File: config.mk
export PLATFORM = sky130hd
export DESIGN_NAME = frame_deadline_pacer_unit_flat
export DESIGN_NICKNAME = d
export VERILOG_FILES = /design/src/hw/rtl/fdp_pkg.sv /design/src/hw/rtl/fdp_if.sv /design/src/hw/rtl/fdp_alu.sv /design/src/hw/rtl/frame_deadline_pacer_unit.sv /design/src/flat_wrapper.sv
export SDC_FILE = /design/constraint.sdc
export NUM_CORES = 1
export LEC_CHECK = 0
export BUFFER_PORTS_ARGS = -buffer_cell sky130_fd_sc_hd__buf_2
export CAP_MARGIN = 10
export CORE_UTILIZATION = 30
export CTS_CLUSTER_DIAMETER = 100
export CTS_CLUSTER_SIZE = 30
export DETAILED_ROUTE_END_ITERATION = 12
export GPL_ROUTABILITY_DRIVEN = 0
export PLACE_DENSITY_LB_ADDON = 0.3
export SLEW_MARGIN = 20
export SYNTH_ARGS = -nofsm -noshare
export SYNTH_HDL_FRONTEND = slang
export SYNTH_SLANG_ARGS = --single-unit
File: constraint.sdc
create_clock -name clock -period 10.85 [get_ports clock]
set_clock_uncertainty 0.05 [all_clocks]
set_input_delay 1.6275 -clock clock [delete_from_list [all_inputs] [get_ports clock]]
set_output_delay 1.6275 -clock clock [all_outputs]
set_load 0.05 [all_outputs]
File: src/hw/rtl/fdp_pkg.sv
// ----------------------------------------------------------------------------
// fdp_pkg
// Types and constants shared by the frame deadline pacer files.
// ----------------------------------------------------------------------------
package fdp_pkg;

   localparam int OPCODE_W    = 1;
   localparam int NOW_W       = 63;
   localparam int DEADLINE_W  = 64;
   localparam int ACTION_W    = 3;
   localparam int COUNT_W     = 5;
   localparam int INTERVAL_W  = 32;
   localparam int LAG_W       = 4;
   localparam int SPAN_W      = INTERVAL_W + LAG_W;
   localparam int CSR_INDEX_W = 2;
   localparam int CSR_DATA_W  = 32;

   // default frame period: 1.001/60 s in ns
   localparam longint NS_PER_SEC    = 1000000000;
   localparam longint NTSC_NUM      = 1001;
   localparam longint NTSC_DEN      = 60000;
   localparam logic [INTERVAL_W-1:0] INTERVAL_RESET =
      INTERVAL_W'(NS_PER_SEC * NTSC_NUM / NTSC_DEN);
   localparam logic [LAG_W-1:0] MAX_LAG_RESET = LAG_W'(4);
   localparam logic ENABLE_RESET = 1'b1;

   // configuration register indexes
   localparam logic [CSR_INDEX_W-1:0] CSR_ENABLE   = 2'd0;
   localparam logic [CSR_INDEX_W-1:0] CSR_INTERVAL = 2'd1;
   localparam logic [CSR_INDEX_W-1:0] CSR_MAX_LAG  = 2'd2;

   typedef enum logic [OPCODE_W-1:0] {
      OP_TICK = 1'b0,
      OP_WAKE = 1'b1
   } opcode_type;

   typedef enum logic [ACTION_W-1:0] {
      ACT_DISABLED      = 3'd0,
      ACT_ARMED         = 3'd1,
      ACT_STALL         = 3'd2,
      ACT_LATE          = 3'd3,
      ACT_WAIT          = 3'd4,
      ACT_WAKE_OK       = 3'd5,
      ACT_WAKE_REANCHOR = 3'd6,
      ACT_STRAY_WAKE    = 3'd7
   } action_type;

   typedef struct packed {
      logic subtract;
      logic saturate;
   } alu_ctrl_type;

   typedef struct packed {
      logic [DEADLINE_W-1:0] value;
      logic                  carry;
   } alu_result_type;

endpackage

File: src/hw/rtl/fdp_if.sv
// ----------------------------------------------------------------------------
// fdp channel interfaces
// Request, response and register-write channels of the frame deadline pacer.
// ----------------------------------------------------------------------------
interface fdp_req_if;
   logic                         valid;
   logic                         ready;
   logic [fdp_pkg::OPCODE_W-1:0] opcode;
   logic [fdp_pkg::NOW_W-1:0]    now_time;

   modport source (output valid, output opcode, output now_time, input ready);
   modport sink   (input valid, input opcode, input now_time, output ready);
endinterface

interface fdp_rsp_if;
   logic                           valid;
   logic                           ready;
   logic [fdp_pkg::ACTION_W-1:0]   action;
   logic [fdp_pkg::DEADLINE_W-1:0] deadline_out;
   logic [fdp_pkg::COUNT_W-1:0]    intervals_advanced;

   modport source (output valid, output action, output deadline_out,
                   output intervals_advanced, input ready);
   modport sink   (input valid, input action, input deadline_out,
                   input intervals_advanced, output ready);
endinterface

interface fdp_csr_if;
   logic                            valid;
   logic                            ready;
   logic [fdp_pkg::CSR_INDEX_W-1:0] index;
   logic [fdp_pkg::CSR_DATA_W-1:0]  data;

   modport source (output valid, output index, output data, input ready);
   modport sink   (input valid, input index, input data, output ready);
endinterface

File: src/hw/rtl/fdp_alu.sv
// ----------------------------------------------------------------------------
// fdp_alu
// Shared 64-bit add/subtract unit with carry out and optional saturation.
// ----------------------------------------------------------------------------
module fdp_alu (
   input  logic [fdp_pkg::DEADLINE_W-1:0] operand_a,
   input  logic [fdp_pkg::DEADLINE_W-1:0] operand_b,
   input  fdp_pkg::alu_ctrl_type          ctrl,
   output fdp_pkg::alu_result_type        result
);

   localparam int DW = fdp_pkg::DEADLINE_W;

   logic [DW-1:0] b_eff;
   logic [DW:0]   sum;

   // subtract as a + ~b + 1; carry set means no borrow
   assign b_eff = ctrl.subtract ? ~operand_b : operand_b;
   assign sum   = {1'b0, operand_a} + {1'b0, b_eff} + {{DW{1'b0}}, ctrl.subtract};

   assign result.carry = sum[DW];
   assign result.value = (ctrl.saturate && !ctrl.subtract && sum[DW]) ?
                         {DW{1'b1}} : sum[DW-1:0];

endmodule

File: src/hw/rtl/frame_deadline_pacer_unit.sv
// ----------------------------------------------------------------------------
// frame_deadline_pacer_unit
// Absolute-deadline frame pacer driven by tick and wake items.
// ----------------------------------------------------------------------------
// Steps: each item passes the difference and compare states; an item that
//   arms, re-anchors or advances the schedule by one wait then takes an
//   add state, and a late tick that advances n intervals (n up to 16) takes
//   a step and a check state per interval, as the shared adder adds, then compares.
// Throughput: one item at a time; the next item is taken in the cycle after
//   the result is taken. Reset: schedule unarmed, no wait pending, registers
//   at their defaults.
module frame_deadline_pacer_unit #(
   parameter int TIME_BITS = 63
) (
   input logic        clock,
   input logic        reset,
   fdp_req_if.sink    req_if,
   fdp_rsp_if.source  rsp_if,
   fdp_csr_if.sink    csr_if
);

   localparam int DW = fdp_pkg::DEADLINE_W;
   localparam int IW = fdp_pkg::INTERVAL_W;
   localparam int SW = fdp_pkg::SPAN_W;
   localparam int CW = fdp_pkg::COUNT_W;

   typedef enum logic [2:0] {
      S_IDLE,
      S_DIFF,
      S_CMP,
      S_ADD_NOW,
      S_WAIT_ADD,
      S_LATE,
      S_LCHK,
      S_OUT
   } state_type;

   state_type                   state_ff, state_in;
   logic                        enable_ff, enable_in;
   logic [IW-1:0]               interval_ff, interval_in;
   logic [fdp_pkg::LAG_W-1:0]   max_lag_ff, max_lag_in;

   fdp_pkg::opcode_type         op_ff, op_in;
   logic [TIME_BITS-1:0]        now_ff, now_in;
   logic [IW-1:0]               iv_ff, iv_in;
   logic [SW-1:0]               span_ff, span_in;
   logic [DW-1:0]               diff_ff, diff_in;
   logic                        ge_ff, ge_in;

   logic [DW-1:0]               nd_ff, nd_in;
   logic                        armed_ff, armed_in;
   logic                        wp_ff, wp_in;

   fdp_pkg::action_type         action_ff, action_in;
   logic [DW-1:0]               dl_ff, dl_in;
   logic [CW-1:0]               cnt_ff, cnt_in;

   logic [IW-1:0]               iv_eff;
   logic [DW-1:0]               now_ext;
   logic [DW-1:0]               alu_a, alu_b;
   fdp_pkg::alu_ctrl_type       alu_ctrl;
   fdp_pkg::alu_result_type     alu_res;
   logic                        lag;
   logic                        req_take;

   assign req_if.ready = (state_ff == S_IDLE);
   assign csr_if.ready = 1'b1;
   assign req_take     = req_if.valid && req_if.ready;

   assign rsp_if.valid              = (state_ff == S_OUT);
   assign rsp_if.action             = action_ff;
   assign rsp_if.deadline_out       = dl_ff;
   assign rsp_if.intervals_advanced = cnt_ff;

   // a zero interval counts as one time unit
   assign iv_eff  = (interval_ff == '0) ? IW'(1) : interval_ff;
   assign now_ext = {{(DW-TIME_BITS){1'b0}}, now_ff};

   // lag beyond span: now > deadline and (now - deadline) > span
   assign lag = ge_ff && (diff_ff != '0) && !alu_res.carry;

   // operand selection for the shared adder
   always_comb begin
      alu_a    = now_ext;
      alu_b    = nd_ff;
      alu_ctrl = '{subtract: 1'b1, saturate: 1'b0};
      unique case (state_ff)
         S_CMP: begin
            alu_a = {{(DW-SW){1'b0}}, span_ff};
            alu_b = diff_ff;
         end
         S_ADD_NOW: begin
            alu_b    = {{(DW-IW){1'b0}}, iv_ff};
            alu_ctrl = '{subtract: 1'b0, saturate: 1'b0};
         end
         S_WAIT_ADD, S_LATE: begin
            alu_a    = nd_ff;
            alu_b    = {{(DW-IW){1'b0}}, iv_ff};
            alu_ctrl = '{subtract: 1'b0, saturate: 1'b1};
         end
         S_IDLE, S_DIFF, S_LCHK, S_OUT: begin
         end
         default: begin
         end
      endcase
   end

   fdp_alu u_alu (
      .operand_a (alu_a),
      .operand_b (alu_b),
      .ctrl      (alu_ctrl),
      .result    (alu_res)
   );

   always_comb begin
      state_in    = state_ff;
      enable_in   = enable_ff;
      interval_in = interval_ff;
      max_lag_in  = max_lag_ff;
      op_in       = op_ff;
      now_in      = now_ff;
      iv_in       = iv_ff;
      span_in     = span_ff;
      diff_in     = diff_ff;
      ge_in       = ge_ff;
      nd_in       = nd_ff;
      armed_in    = armed_ff;
      wp_in       = wp_ff;
      action_in   = action_ff;
      dl_in       = dl_ff;
      cnt_in      = cnt_ff;

      if (csr_if.valid && csr_if.ready) begin
         unique case (csr_if.index)
            fdp_pkg::CSR_ENABLE:   enable_in   = csr_if.data[0];
            fdp_pkg::CSR_INTERVAL: interval_in = csr_if.data[IW-1:0];
            fdp_pkg::CSR_MAX_LAG:  max_lag_in  = csr_if.data[fdp_pkg::LAG_W-1:0];
            default: begin
            end
         endcase
      end

      unique case (state_ff)
         S_IDLE: begin
            if (req_take) begin
               op_in    = fdp_pkg::opcode_type'(req_if.opcode);
               now_in   = req_if.now_time[TIME_BITS-1:0];
               iv_in    = iv_eff;
               span_in  = SW'(iv_eff) * SW'(max_lag_ff);
               cnt_in   = '0;
               state_in = S_DIFF;
            end
         end
         S_DIFF: begin
            diff_in  = alu_res.value;
            ge_in    = alu_res.carry;
            state_in = S_CMP;
         end
         S_CMP: begin
            if (op_ff == fdp_pkg::OP_TICK) begin
               wp_in = 1'b0;
               priority if (!enable_ff) begin
                  armed_in  = 1'b0;
                  nd_in     = '0;
                  dl_in     = '0;
                  action_in = fdp_pkg::ACT_DISABLED;
                  state_in  = S_OUT;
               end else if (!armed_ff) begin
                  armed_in  = 1'b1;
                  action_in = fdp_pkg::ACT_ARMED;
                  state_in  = S_ADD_NOW;
               end else if (lag) begin
                  action_in = fdp_pkg::ACT_STALL;
                  state_in  = S_ADD_NOW;
               end else if (ge_ff) begin
                  action_in = fdp_pkg::ACT_LATE;
                  state_in  = S_LATE;
               end else begin
                  dl_in     = nd_ff;
                  wp_in     = 1'b1;
                  action_in = fdp_pkg::ACT_WAIT;
                  state_in  = S_WAIT_ADD;
               end
            end else begin
               priority if (!wp_ff) begin
                  dl_in     = nd_ff;
                  action_in = fdp_pkg::ACT_STRAY_WAKE;
                  state_in  = S_OUT;
               end else if (lag) begin
                  wp_in     = 1'b0;
                  action_in = fdp_pkg::ACT_WAKE_REANCHOR;
                  state_in  = S_ADD_NOW;
               end else begin
                  wp_in     = 1'b0;
                  dl_in     = nd_ff;
                  action_in = fdp_pkg::ACT_WAKE_OK;
                  state_in  = S_OUT;
               end
            end
         end
         S_ADD_NOW: begin
            nd_in    = alu_res.value;
            dl_in    = alu_res.value;
            state_in = S_OUT;
         end
         S_WAIT_ADD: begin
            nd_in    = alu_res.value;
            state_in = S_OUT;
         end
         S_LATE: begin
            nd_in    = alu_res.value;
            cnt_in   = cnt_ff + CW'(1);
            state_in = S_LCHK;
         end
         S_LCHK: begin
            // keep stepping while the deadline is not yet in the future
            if (alu_res.carry) begin
               state_in = S_LATE;
            end else begin
               dl_in    = nd_ff;
               state_in = S_OUT;
            end
         end
         S_OUT: begin
            if (rsp_if.ready) begin
               state_in = S_IDLE;
            end
         end
         default: begin
            state_in = S_IDLE;
         end
      endcase
   end

   always_ff @(posedge clock) begin
      if (reset) begin
         state_ff    <= S_IDLE;
         enable_ff   <= fdp_pkg::ENABLE_RESET;
         interval_ff <= fdp_pkg::INTERVAL_RESET;
         max_lag_ff  <= fdp_pkg::MAX_LAG_RESET;
         nd_ff       <= '0;
         armed_ff    <= 1'b0;
         wp_ff       <= 1'b0;
      end else begin
         state_ff    <= state_in;
         enable_ff   <= enable_in;
         interval_ff <= interval_in;
         max_lag_ff  <= max_lag_in;
         nd_ff       <= nd_in;
         armed_ff    <= armed_in;
         wp_ff       <= wp_in;
      end
      op_ff     <= op_in;
      now_ff    <= now_in;
      iv_ff     <= iv_in;
      span_ff   <= span_in;
      diff_ff   <= diff_in;
      ge_ff     <= ge_in;
      action_ff <= action_in;
      dl_ff     <= dl_in;
      cnt_ff    <= cnt_in;
   end

   // a pending wait only exists on an armed schedule
   a_wait_needs_armed: assert property (@(posedge clock) disable iff (reset)
      wp_ff |-> armed_ff)
      else $error("wait pending on unarmed schedule");

   // no new item while a result is held
   a_busy_after_take: assert property (@(posedge clock) disable iff (reset)
      req_take |=> !req_if.ready)
      else $error("request taken while busy");

   a_rsp_excludes_req: assert property (@(posedge clock) disable iff (reset)
      rsp_if.valid |-> !req_if.ready)
      else $error("ready while a result is held");

   // interval count only on late advance, and then within 1..16
   a_count_only_late: assert property (@(posedge clock) disable iff (reset)
      rsp_if.valid && (cnt_ff != '0) |-> action_ff == fdp_pkg::ACT_LATE)
      else $error("interval count on non-late result");

   a_late_count_range: assert property (@(posedge clock) disable iff (reset)
      rsp_if.valid && (action_ff == fdp_pkg::ACT_LATE) |->
         (cnt_ff != '0) && (cnt_ff <= CW'(16)))
      else $error("late advance count out of range");

endmodule

File: src/flat_wrapper.sv
// flat-port wrapper written by rule: the top's interface ports become plain ports
module frame_deadline_pacer_unit_flat 
#(
   parameter int TIME_BITS = 63
)
  (clock, reset, req_if_valid, req_if_opcode, req_if_now_time, req_if_ready, rsp_if_valid, rsp_if_action, rsp_if_deadline_out, rsp_if_intervals_advanced, rsp_if_ready, csr_if_valid, csr_if_index, csr_if_data, csr_if_ready);
  fdp_req_if req_if_i ();
  fdp_rsp_if rsp_if_i ();
  fdp_csr_if csr_if_i ();
  input logic clock;
  input logic reset;
  input wire logic [$bits(req_if_i.valid)-1:0] req_if_valid;
  input wire logic [$bits(req_if_i.opcode)-1:0] req_if_opcode;
  input wire logic [$bits(req_if_i.now_time)-1:0] req_if_now_time;
  output wire logic [$bits(req_if_i.ready)-1:0] req_if_ready;
  output wire logic [$bits(rsp_if_i.valid)-1:0] rsp_if_valid;
  output wire logic [$bits(rsp_if_i.action)-1:0] rsp_if_action;
  output wire logic [$bits(rsp_if_i.deadline_out)-1:0] rsp_if_deadline_out;
  output wire logic [$bits(rsp_if_i.intervals_advanced)-1:0] rsp_if_intervals_advanced;
  input wire logic [$bits(rsp_if_i.ready)-1:0] rsp_if_ready;
  input wire logic [$bits(csr_if_i.valid)-1:0] csr_if_valid;
  input wire logic [$bits(csr_if_i.index)-1:0] csr_if_index;
  input wire logic [$bits(csr_if_i.data)-1:0] csr_if_data;
  output wire logic [$bits(csr_if_i.ready)-1:0] csr_if_ready;
  assign req_if_i.valid = req_if_valid;
  assign req_if_i.opcode = req_if_opcode;
  assign req_if_i.now_time = req_if_now_time;
  assign req_if_ready = req_if_i.ready;
  assign rsp_if_valid = rsp_if_i.valid;
  assign rsp_if_action = rsp_if_i.action;
  assign rsp_if_deadline_out = rsp_if_i.deadline_out;
  assign rsp_if_intervals_advanced = rsp_if_i.intervals_advanced;
  assign rsp_if_i.ready = rsp_if_ready;
  assign csr_if_i.valid = csr_if_valid;
  assign csr_if_i.index = csr_if_index;
  assign csr_if_i.data = csr_if_data;
  assign csr_if_ready = csr_if_i.ready;
  frame_deadline_pacer_unit #(.TIME_BITS(TIME_BITS)) u_core (.clock(clock), .reset(reset), .req_if(req_if_i), .rsp_if(rsp_if_i), .csr_if(csr_if_i));
endmodule
==> metrics, run 1 <==
area of the core 77,600 um2; Critical Path Slowest Stage Cell nor2_4; ranking of synthesized cells by area edfxtp_1, dfxtp_1, nand2_1, ha_1, fa_1; Post-CTS Setup Repair Bufs 0; Synth Instances 2,556; PostCTS Resize Cnt 0; EDFF count, synth 269; ratio of final minimum period to clock period 65.9%; antenna cell count 0; Buffers on Ports 176; Die W 282 um; H-tree levels 1; clock sinks 375; final setup violation count 0; CP required 11.02 ns; drt pass-1 iters 5; HP Class reg -> reg; Crit path buffers/inverters 3; vias in the first global route 17,900; Yosys reg bits 375; maximum buffer depth of the clock tree 3; Max Cap Viol 0; area delta synth->final 11.0%; Reg2Reg Setup Slack 3.70 ns; relative slew slack 26.8%; dpl ws 3.73 ns; Via density 5.23; DR iter-0 viols 1,568; synth warn 0; outcome complete, no violations; crit start category flop; Fmax 140 MHz; Post-DRT Antenna Nets 0; DR vias 19,100; Critical Path AT 7.32 ns; worst hold margin 0.438 ns; Hold Fails Final Rpt 0; full die area 79,700 um2; Remaining DRCs 0; final instance area 26,200 um2; clock latency on the worst-skew pair 0.61 ns; register area share after synthesis 43.3%; Worst setup EP type flop; crit path cell chain nor2_1, nand2_1, buf_4, inv_2, nor2_4, nand2_1, nand2_1, fa_1, a21oi_1, o21ai_0, a211oi_1, o21a_1, a211oi_1, o21a_1, a211oi_4, a21oi_1, or2_2, o221ai_1, a21oi_4, buf_4; count leader, synth nand2_1; slew at the pin with the worst max-slew slack 1.09 ns; Final TNS setup 0 ns; antenna violations before repair 0; Mapped Nets 2,824; CTS Buf Count 22; Tot GR Track Use 18.3%; wire per inst 20.3 um; CTS tree yes; post-layout net count 2,869; first-pass GRT wire length 112,000 um; Initial Util 30.4%; async set-reset flop share out of synthesis 0%; synth unique cells 75; RSZ-0062 raised after global routing no; largest net degree at the start of global routing 124; hold-fix buffer count after cts 0; Synth Flop Type edfxtp_1; # IOs 178; Die Y 282 um; # rows 102; delay-heaviest family, CP compound AO/OA/AOI/OAI gates; Slew Limit Fails 0; Post-Syn Area per Cell 9.22 um2; min setup slack post-route 3.70 ns; min Tclk post-route 7.15 ns; post-synth top area share 34.3%; Clock transition at path regs 0.12 ns; share of cells above drive strength 1 10.9%; total gr overflow 0; most used cell, CP nand2_1; Placed Area 25,300 um2; leading area contributor after synthesis edfxtp_1; synth cell count leaders nand2_1, edfxtp_1, a21oi_1, clkbuf_1, nor2_1; Critical Path Max Stage Delay 0.84 ns; Worst Path Max Fanout 61; total wire length 74,100 um; hpwl dp 54,500 um; Syn Std Cell Area 23,600 um2; CP Class reg -> reg; root buffer cell clkbuf_16
-- cell families after synthesis --
group	after synthesis	synth area share, %
flip-flops	375	43.3
AND/OR/NAND/NOR	862	15.9
AO/OA/AOI/OAI	718	20.0
other	1	0.0159
adder cells (fa/ha/maj)	165	10.7
buffers and inverters	303	4.90
XOR/XNOR	93	3.46
multiplexers	39	1.66
-- path summary, 6_finish.rpt --
kind / startpoint / end / cells past startpoint
setup / recovery: u_core.state_ff[2] / u_core.rsp_if.deadline_out[17] / 20
hold / removal: u_core.interval_ff[0] / u_core.interval_ff[0] / 2
setup reg to reg: u_core.state_ff[2] / u_core.rsp_if.deadline_out[17] / 20
hold reg to reg: u_core.interval_ff[0] / u_core.interval_ff[0] / 2
-- layer usage --
metal / up-vias / track usage (%) / wire [um]
met5: - / 0 / 0
met4: 0 / 3.45 / 1130
met3: 59 / 2.05 / 4320
met2: 575 / 28.0 / 32200
met1: 9287 / 27.5 / 36400
li1: 9189 / - / -
-- cell usage in the layout (no fill, tap or decap), types with 23 or more instances in the layout --
cell	count
edfxtp_1	269
a21oi_1	174
o21ai_0	136
a21o_1	56
xnor2_1	50
a211oi_1	42
mux2i_1	38
o22ai_1	36
buf_2	175
nand3_1	37
and2_1	43
buf_4	23
clkbuf_16	23
nand4_1	24
a22oi_1	79
fa_1	61
xor2_1	43
nor4_1	25
dfxtp_1	103
nand2_1	488
inv_1	123
ha_1	104
o31ai_1	38
nor2_1	144
a22o_1	58
-- registers in the layout (all words and copies together) (netlist names), 4 cells and up --
name,flops
u_core.diff_ff,64
u_core.nd_ff,64
u_core.rsp_if.deadline_out,64
u_core.now_ff,63
u_core.span_ff,36
u_core.interval_ff,32
u_core.iv_ff,32
u_core.rsp_if.intervals_advanced,5
u_core.max_lag_ff,4
-- per-stage QoR --
| step | utilization (%) | std cells |
|---|---|---|
| floorplan | - | 2556 |
| global placement | 32.6 | 3616 |
| detailed placement | 32.7 | 3617 |
| CTS | 33.7 | 3657 |
| global route | 33.7 | 3657 |
| finish | 33.7 | 3657 |
-- area by class of cell --
cell class,instances,area [um2]
Timing Repair Buffer,200,1070
Sequential cell,375,10200
Fill cell,8174,51400
Multi-Input combinational cell,1878,12300
Clock buffer,26,587
Inverter,124,465
Clock inverter,14,226
Tap cell,1040,1300
-- tightest hold or removal path: stages, from the launching register on --
cell and delay [ns]:
dfxtp_1 0.33, nand2_1 0.06, nand3_1 0.06
Power of run 1 is not shown: default switching activity piles up to over one toggle a cycle in this logic, so the estimate is an artifact.
==> run 2: changes to the inputs <==
Settings changed: ABC_AREA set to 1.
Clock period 10.85 ns to 6.8 ns, I/O delays scaled along.
==> run 2 against run 1 <==
Routed wire length up 1.8%; final cell count up 12%; synthesized cell count up 15%.
==> metrics, run 2 <==
ratio of final minimum period to clock period 86.0%; outcome complete, no violations; count leader, synth nand2_1; synthesized-area fraction occupied by adder cells 10.5%; area of the core 79,000 um2; mux cell area share after synthesis 0%; Post-CTS Setup Repair Bufs 0; CP Class reg -> reg; final setup violation count 0; RSZ-0062 raised after global routing no; wire per inst 18.4 um; Tot GR Track Use 18.1%; Fmax 171 MHz; drt pass-1 iters 6; H-tree levels 1; Slew Limit Fails 0; Die Y 285 um; largest net degree at the start of global routing 132; antenna cell count 0; post-layout net count 3,299; async set-reset flop share out of synthesis 0%; post-synth top area share 33.7%; Buffers on Ports 176; full die area 81,000 um2; crit start category flop; register area share after synthesis 42.6%; Compound-Gate Fraction of Synth Area 15.3%; main combinational cell family by area after synthesis simple AND/OR/NAND/NOR gates; Hold Fails Final Rpt 0; slew at the pin with the worst max-slew slack 1.01 ns; root buffer cell clkbuf_16; # rows 103; Syn Std Cell Area 24,000 um2; Synth Area in XOR/XNOR 1.97%; antenna violations before repair 1; most common cell after layout, fill and taps aside nand2_1; Synth Instances 2,946; Via density 5.00; min Tclk post-route 5.85 ns; vias in the first global route 19,000; Worst setup EP type flop; clock latency on the worst-skew pair 0.59 ns; EDFF count, synth 269; dpl ws 1.02 ns; synth unique cells 61; hpwl dp 57,200 um; total gr overflow 0; PostCTS Resize Cnt 0; Yosys reg bits 375; CP required 7.04 ns; maximum buffer depth of the clock tree 3; leading area contributor after synthesis edfxtp_1; final instance area 26,600 um2; CTS Buf Count 20; DR iter-0 viols 1,765; HP Class reg -> reg; synth warn 0; total wire length 75,400 um; ranking of synthesized cells by area edfxtp_1, nand2_1, dfxtp_1, inv_1, ha_1; # IOs 178; Worst Path Max Fanout 53; DR vias 20,500; Die W 285 um; Remaining DRCs 0; min setup slack post-route 0.951 ns; Initial Util 30.3%; area delta synth->final 11.1%; synth cell count leaders nand2_1, inv_1, edfxtp_1, nor2_1, a21oi_1; first-pass GRT wire length 115,000 um; most frequent cells in the layout nand2_1, inv_1, edfxtp_1; hold-fix buffer count after cts 0; Critical Path AT 6.09 ns; Post-Syn Area per Cell 8.14 um2; Post-DRT Antenna Nets 0; Mapped Nets 3,214; Synth Flop Type edfxtp_1; Final TNS setup 0 ns; clock sinks 375; relative slew slack 32.8%; Placed Area 25,900 um2; Post-Synth Simple-Gate Area 21.2%; share of cells above drive strength 1 11.0%; CTS tree yes; Max Cap Viol 0; Clock transition at path regs 0.11 ns
## run 2: area by class of cell
class / instances / area, um2
Clock buffer: 22 / 508
Clock inverter: 14 / 218
Fill cell: 8401 / 52400
Inverter: 391 / 1470
Multi-Input combinational cell: 2041 / 11800
Sequential cell: 375 / 10200
Tap cell: 1050 / 1310
Timing Repair Buffer: 202 / 1110
## run 2: final timing paths
path                            from                             end  slack [ns]  depth (start not counted)
hold reg to reg     u_core.nd_ff[33]                u_core.nd_ff[33]        0.42                          2
setup / recovery  u_core.state_ff[1]  u_core.rsp_if.deadline_out[22]        0.95                         23
setup reg to reg  u_core.state_ff[1]  u_core.rsp_if.deadline_out[22]        0.95                         23
hold / removal      u_core.nd_ff[33]                u_core.nd_ff[33]        0.42                          2
## run 2: through the flow
stage	utilization, %	instances	hold slack (ns)
6_report	33.7	4095	0.420
5_1_grt	33.7	4095	0.432
4_1_cts	33.7	4095	0.421
3_5_place_dp	32.8	4059	0.405
3_3_place_gp	32.8	4059	0.401
2_1_floorplan	-	2946	0.395
## run 2: cell families after synthesis
| logic type | Yosys count |
|---|---|
| xor gates and xnor gates | 54 |
| and+or+nand+nor | 1178 |
| adders and majority gates | 165 |
| buffers and inverters | 530 |
| other | 1 |
| AOI/OAI and AO/OA | 643 |
| DFF | 375 |
## run 2: metal layers
| layer | vias up | track usage (%) | share of wire (%) |
|---|---|---|---|
| li1 | 9984 | - | - |
| met1 | 9770 | 25.7 | 46 |
| met2 | 637 | 29.5 | 46 |
| met3 | 70 | 2.00 | 6.1 |
| met4 | 0 | 3.82 | 2.2 |
| met5 | - | 0 | 0 |
## run 2: worst max-delay path, cell delays in order, from the launching register on
cell and delay (ns):
dfxtp_1 0.39, inv_1 0.11, nor2_1 0.21, nand2_4 0.35, clkinv_2 0.16, nor2_2 0.06, inv_2 0.72, nor2_1 0.08
a221oi_1 0.25, ha_1 0.32, a21oi_1 0.24, inv_1 0.06, a21oi_1 0.21, o21a_1 0.19, o21ai_0 0.17, a21oi_2 0.20
inv_2 0.06, nand4_1 0.11, nand2_2 0.12, nand2_2 0.52, inv_2 0.39, or2_2 0.41, nand2_1 0.06, o21ai_0 0.10
Power of run 2 is left out for the same reason.
